$ cat config.mk
export PLATFORM = sky130hd
export DESIGN_NAME = drsvc_cell
export DESIGN_NICKNAME = d
export VERILOG_FILES = /design/src/rtl/core/drsvc_pkg.sv /design/src/rtl/core/drsvc_cell.sv
export SDC_FILE = /design/constraint.sdc
export NUM_CORES = 2
export LEC_CHECK = 0
export ABC_AREA = 0
export BUFFER_PORTS_ARGS = -buffer_cell sky130_fd_sc_hd__buf_2
export CAP_MARGIN = 20
export CORE_MARGIN = 2
export CORE_UTILIZATION = 60
export CTS_CLUSTER_DIAMETER = 100
export DETAILED_ROUTE_END_ITERATION = 6
export GPL_ROUTABILITY_DRIVEN = 0
export PLACE_DENSITY = 0.83
export SYNTH_ARGS = -nofsm -noshare
export SYNTH_HDL_FRONTEND = slang
export SYNTH_SLANG_ARGS = --single-unit
export TNS_END_PERCENT = 50
$ cat constraint.sdc
create_clock -name clk_i -period 17.2 [get_ports clk_i]
set_input_delay 2.58 -clock clk_i [delete_from_list [all_inputs] [get_ports clk_i]]
set_output_delay 2.58 -clock clk_i [all_outputs]
set_load 0.005 [all_outputs]
$ cat src/rtl/core/drsvc_pkg.sv
// Types, constants and helper functions for the disc robot validity checker.
// No dependencies.
package drsvc_pkg;

  localparam int unsigned CoordW   = 16;
  localparam int unsigned SizeW    = 15;
  localparam int unsigned SlotW    = 6;
  localparam int unsigned CountW   = 7;
  localparam int unsigned CfgIdxW  = 3;
  localparam int unsigned CfgDataW = 15;
  // doubled position, edge and offset widths
  localparam int unsigned Pos2W    = CoordW + 1;
  localparam int unsigned EdgeW    = CoordW + 2;
  localparam int unsigned DiffW    = CoordW + 3;
  localparam int unsigned R2SqW    = 32;
  localparam int unsigned SumW     = 2 * DiffW + 1;

  // 3.14 rad in Q3.12, rounded towards zero
  localparam logic signed [15:0] HeadingBound = 16'sd12861;

  localparam logic [CfgIdxW-1:0] RegRadius = 3'd0;
  localparam logic [CfgIdxW-1:0] RegLimitX = 3'd1;
  localparam logic [CfgIdxW-1:0] RegLimitY = 3'd2;
  localparam logic [CfgIdxW-1:0] RegCount  = 3'd3;

  localparam logic KindQuery = 1'b0;
  localparam logic KindLoad  = 1'b1;

  localparam logic [1:0] CauseOk      = 2'd0;
  localparam logic [1:0] CauseBounds  = 2'd1;
  localparam logic [1:0] CauseHit     = 2'd2;
  localparam logic [1:0] CauseHeading = 2'd3;

  typedef struct packed {
    logic                     kind;
    logic signed [CoordW-1:0] pos_x;
    logic signed [CoordW-1:0] pos_y;
    logic signed [15:0]       heading;
    logic [SlotW-1:0]         slot;
    logic signed [CoordW-1:0] box_x;
    logic signed [CoordW-1:0] box_y;
    logic [SizeW-1:0]         box_width;
    logic [SizeW-1:0]         box_height;
  } in_item_t;

  typedef struct packed {
    logic       valid_res;
    logic [1:0] cause;
  } out_item_t;

  // Control part of the link between neighbouring cells.
  typedef struct packed {
    logic vld;      // query token present
    logic hit;      // a hit already found upstream
    logic prev_en;  // previous cell's obstacle is in use
    logic prev_in;  // centre strictly inside previous cell's box
  } link_ctl_t;

  // Second half of the disc/box test, done one cell downstream.
  function automatic logic dist_hit(input logic signed [DiffW-1:0] dx,
                                    input logic signed [DiffW-1:0] dy,
                                    input logic [R2SqW-1:0]        r2sq);
    logic signed [2*DiffW-1:0] sx;
    logic signed [2*DiffW-1:0] sy;
    logic [SumW-1:0]           s;
    sx = (2*DiffW)'(dx) * (2*DiffW)'(dx);
    sy = (2*DiffW)'(dy) * (2*DiffW)'(dy);
    s  = {1'b0, sx} + {1'b0, sy};
    return s <= {{(SumW-R2SqW){1'b0}}, r2sq};
  endfunction

endpackage

$ cat src/rtl/core/drsvc_cell.sv
// One obstacle cell of the checker chain: holds a box and tests the token.
// Depends on drsvc_pkg.
module drsvc_cell #(
  parameter int unsigned IDX = 0
) (
  input  logic                                clk_i,
  input  logic                                rst_ni,
  input  logic                                load_i,
  input  logic [drsvc_pkg::SlotW-1:0]         slot_i,
  input  logic signed [drsvc_pkg::CoordW-1:0] cx_i,
  input  logic signed [drsvc_pkg::CoordW-1:0] cy_i,
  input  logic [drsvc_pkg::SizeW-1:0]         w_i,
  input  logic [drsvc_pkg::SizeW-1:0]         h_i,
  input  logic [drsvc_pkg::CountW-1:0]        count_i,
  input  logic signed [drsvc_pkg::Pos2W-1:0]  px2_i,
  input  logic signed [drsvc_pkg::Pos2W-1:0]  py2_i,
  input  logic [drsvc_pkg::R2SqW-1:0]         r2sq_i,
  input  drsvc_pkg::link_ctl_t                ctl_i,
  input  logic signed [drsvc_pkg::DiffW-1:0]  dx_i,
  input  logic signed [drsvc_pkg::DiffW-1:0]  dy_i,
  output drsvc_pkg::link_ctl_t                ctl_o,
  output logic signed [drsvc_pkg::DiffW-1:0]  dx_o,
  output logic signed [drsvc_pkg::DiffW-1:0]  dy_o
);
  import drsvc_pkg::*;

  logic signed [CoordW-1:0] cx_q, cy_q;
  logic [SizeW-1:0]         w_q, h_q;
  logic signed [EdgeW-1:0]  left, right, top, bottom, pxe, pye, clx, cly;
  logic                     in_box, en;
  link_ctl_t                ctl_d, ctl_q;
  logic signed [DiffW-1:0]  dx_d, dy_d, dx_q, dy_q;

  always_ff @(posedge clk_i) begin
    if (load_i && (32'(slot_i) == IDX)) begin
      cx_q <= cx_i;
      cy_q <= cy_i;
      w_q  <= w_i;
      h_q  <= h_i;
    end
  end

  always_comb begin
    left   = {cx_q[CoordW-1], cx_q, 1'b0} - EdgeW'(w_q);
    right  = {cx_q[CoordW-1], cx_q, 1'b0} + EdgeW'(w_q);
    top    = {cy_q[CoordW-1], cy_q, 1'b0} - EdgeW'(h_q);
    bottom = {cy_q[CoordW-1], cy_q, 1'b0} + EdgeW'(h_q);
    pxe    = {px2_i[Pos2W-1], px2_i};
    pye    = {py2_i[Pos2W-1], py2_i};
    in_box = (pxe > left) && (pxe < right) && (pye > top) && (pye < bottom);
    clx    = (pxe < left) ? left : ((pxe > right) ? right : pxe);
    cly    = (pye < top) ? top : ((pye > bottom) ? bottom : pye);
    dx_d   = {pxe[EdgeW-1], pxe} - {clx[EdgeW-1], clx};
    dy_d   = {pye[EdgeW-1], pye} - {cly[EdgeW-1], cly};
    en     = 32'(count_i) > IDX;
    ctl_d.vld     = ctl_i.vld;
    ctl_d.hit     = ctl_i.hit | (ctl_i.vld & ctl_i.prev_en &
                    (ctl_i.prev_in | dist_hit(dx_i, dy_i, r2sq_i)));
    ctl_d.prev_en = en;
    ctl_d.prev_in = in_box;
  end

  always_ff @(posedge clk_i or negedge rst_ni) begin
    if (!rst_ni) begin
      ctl_q <= '0;
    end else begin
      ctl_q <= ctl_d;
    end
  end

  always_ff @(posedge clk_i) begin
    dx_q <= dx_d;
    dy_q <= dy_d;
  end

  assign ctl_o = ctl_q;
  assign dx_o  = dx_q;
  assign dy_o  = dy_q;

endmodule

==> results.py <==
metrics = {
    "finish": {
        "drive_above_1_share": 0.0717,
        "stdcell_count": 4882,
        "stdcell_area_um2": 38300,
        "layout.nets": 5433,
        "post-route-util": 0.638,
        "fillers": 4773,
        "multi_input_area_um2": 29800,
        "area_growth_pct": 5.76,
        "seq_area_um2": 2720,
    },
    "clocking": {
        "cts_sinks": 104,
        "clock_path_buffers": 2,
        "clk_latency_ns": 0.38,
        "post-cts-setup-buffers": 0,
        "cts_root_buffer": "clkbuf_16",
        "numCtsBuffers": 9,
        "htreeDepth": 3,
        "path_clk_slew_ns": 0.09,
        "cts_resized": 0,
        "cts_tree": "done",
        "cts_hold_buffers": 0,
    },
    "logic_synthesis": {
        "ys_async_sr_fraction": 0.0385,
        "synth_area_um2": 36200,
        "synthCells": 3951,
        "synth-seq-cells": 104,
        "synth_cell_type_count": 83,
        "avgSynthCellArea_um2": 9.17,
        "synth_edf_count": 62,
        "synth_nets": 5291,
        "yosys_most_used_dff": "edfxtp_1",
        "yosysWarningCount": 0,
        "synth_seq_area_share": 0.0752,
    },
    "worst_setup_path": {
        "critPathMaxFanout": 22,
        "rrSetupSlack_ns": 8.68,
        "criticalPathCategory": "input port to register",
        "worstReg2RegStart": "cy_q[2]",
        "endpoint_kind": "register",
        "cpMostUsedCell": "fa_1",
        "endpoint": "ctl_o[2]",
        "arrival_ns": 12.21,
        "reg2reg_to": "dy_o[18]",
        "r2r_cells": 32,
        "worst_ep_required_time_ns": 17.51,
        "slowest_stage": "fa_1",
        "cp-start-kind": "input port",
        "slowest_delay_ns": 0.56,
        "critPathLaunch": "dx_i[7]",
    },
    "sta": {
        "final_hold_viol_count": 0,
        "relSlewSlack": 0.442,
        "finClkSkew_ns": 0.0195,
        "rsz0062_at_grt": "false",
        "post-route-min-period_ns": 11.90,
        "tightestPinTransition_ns": 0.830,
        "finalSetupTns_ns": 0,
        "fin_crit_sh": 0.692,
        "fmax_mhz": 84.0,
        "setup_violations": 0,
        "slew_viol_final": 0,
    },
    "global_routing": {
        "overflow": 0,
        "grt_pass1_vias": 29452,
        "grt_pass1_wl_um": 140000,
        "grt_max_degree": 63,
        "grt_usage": 0.276,
        "antenna_found_initial": 5,
    },
    "place": {
        "dp_hpwl_um": 70600,
        "place_area_um2": 38000,
        "dp_cells": 4864,
        "io_buffers": 227,
    },
    "hold_path": {
        "min_path_type": "register to register",
        "worstHoldPathCells": 4,
    },
    "floorplanning": {
        "rows": 90,
        "die_w_um": 250,
        "dieArea_um2": 62300,
        "io_pins": 228,
        "initial_utilization": 0.603,
        "die_y_um": 250,
        "core-area_um2": 60000,
    },
    "drt": {
        "vias": 27234,
        "postRouteAntennaNets": 0,
        "wire_per_inst_um": 16.9,
        "first_iter_violations": 1343,
        "firstDrtPassIters": 5,
        "drc_errors": 0,
        "viasPerCell": 5.58,
        "routed_wl_um": 82500,
    },
    "flow_run": {
        "drv_cap": 0,
    },
    "run_status": {
        "status": "completed",
    },
}
-- sequential cells by signal, summed over array words and instances (netlist names) --
name   cells
h_q       15
cy_q      16
w_q       15
cx_q      16
dy_o      19
dx_o      19
ctl_o      4
-- synth_stat cells (6+ instances only) --
cell type	number	area, um^2
a21o_1	83	623
a221oi_1	6	52.6
ha_1	478	5980
o31ai_1	9	67.6
o21bai_1	23	173
edfxtp_1	62	1860
nor2_1	168	631
o211ai_1	15	113
nand2b_1	34	213
a21boi_0	7	52.6
nand4_1	23	144
or3_1	15	93.8
fa_1	676	13500
xnor2_1	150	1310
nor2b_1	54	338
nand3_1	36	180
a211o_1	10	87.6
o221ai_1	6	52.6
a31oi_1	15	93.8
clkbuf_1	96	360
a211oi_1	21	158
nand2_1	319	1200
o21ai_0	101	505
xor2_1	59	517
a21oi_1	156	781
and3_1	18	113
a311oi_1	9	78.8
mux2i_1	15	150
o21a_1	37	278
a31o_2	10	87.6
nor4_1	8	50.1
or2_2	14	87.6
inv_1	897	3370
o31a_1	7	61.3
dfxtp_1	38	761
mux2_2	8	90.1
and2_1	139	870
nor3_1	28	140
o2111ai_1	6	52.6
-- worst max-delay path: cells and delay by family --
| family | cells | cell delay, ns |
|---|---|---|
| AOI/OAI and AO/OA | 15 | 3.42 |
| xor gates and xnor gates | 2 | 0.16 |
| adders and majority gates | 10 | 4.28 |
| buffers and inverters | 4 | 0.58 |
| and+or+nand+nor | 7 | 1.15 |
-- layout make-up --
cell class | instances | share of cell area
diodes | 2 | 0.000131
clock buffers | 11 | 0.00608
clock inverters | 5 | 0.00124
inverters | 898 | 0.0880
multi-input cells | 2848 | 0.777
flip-flops and latches | 104 | 0.0711
well taps | 782 | 0.0255
repair buffers | 232 | 0.0306
-- layer usage --
metal,routed length [um],global-route usage,up-vias
li1,-,-,12771
met1,31500,0.329,13406
met2,43300,0.509,856
met3,4560,0.0316,195
met4,3140,0.103,6
met5,43,0,-
-- how the worst min path moves through the flow --
stage / endpoint / start / slack, ns
2_1_floorplan: dy_o[0] / h_q[0] / 0.72
3_3_place_gp: dx_o[0] / w_q[0] / 0.77
3_5_place_dp: dx_o[0] / w_q[0] / 0.79
4_1_cts: dx_o[0] / w_q[0] / 0.80
5_1_grt: dx_o[0] / w_q[0] / 0.87
6_report: dx_o[0] / w_q[0] / 0.79
-- kinds of logic (layout without fill, tap and decap cells) --
group | after synthesis | count (layout) | synth area share
flops | 104 | 104 | 0.0752
simple gates | 882 | 882 | 0.118
buf+inv | 999 | 1146 | 0.104
fa+ha+maj | 1154 | 1154 | 0.539
compound gates | 580 | 580 | 0.107
xor+xnor | 209 | 209 | 0.0505
other cells | 0 | 2 | 0
mux | 23 | 23 | 0.00663
-- cell usage in the layout, fill, tap and decap left out, types with 8 or more instances in the layout --
| master | count |
|---|---|
| a211o_1 | 10 |
| a211oi_1 | 21 |
| a21o_1 | 83 |
| a21oi_1 | 155 |
| a311oi_1 | 8 |
| a31o_2 | 10 |
| a31oi_1 | 15 |
| and2_1 | 139 |
| and3_1 | 18 |
| buf_2 | 227 |
| clkbuf_16 | 9 |
| dfxtp_1 | 38 |
| edfxtp_1 | 62 |
| fa_1 | 676 |
| ha_1 | 478 |
| inv_1 | 897 |
| mux2_2 | 8 |
| mux2i_1 | 15 |
| nand2_1 | 319 |
| nand2b_1 | 34 |
| nand3_1 | 36 |
| nand4_1 | 23 |
| nor2_1 | 168 |
| nor2b_1 | 54 |
| nor3_1 | 28 |
| o211ai_1 | 15 |
| o21a_1 | 37 |
| o21ai_0 | 101 |
| o21bai_1 | 23 |
| o31ai_1 | 9 |
| or2_2 | 14 |
| or3_1 | 15 |
| xnor2_1 | 150 |
| xor2_1 | 59 |
-- through the flow --
stage | hold slack [ns] | worst slack, ns
after floorplan | 0.725 | 5.65
after global placement | 0.775 | 5.21
after detailed placement | 0.789 | 4.93
after CTS | 0.799 | 5.33
after global routing | 0.866 | 4.61
final | 0.787 | 5.30
Power is not shown: default switching activity piles up to over one toggle a cycle in this logic, so the estimate is an artifact.
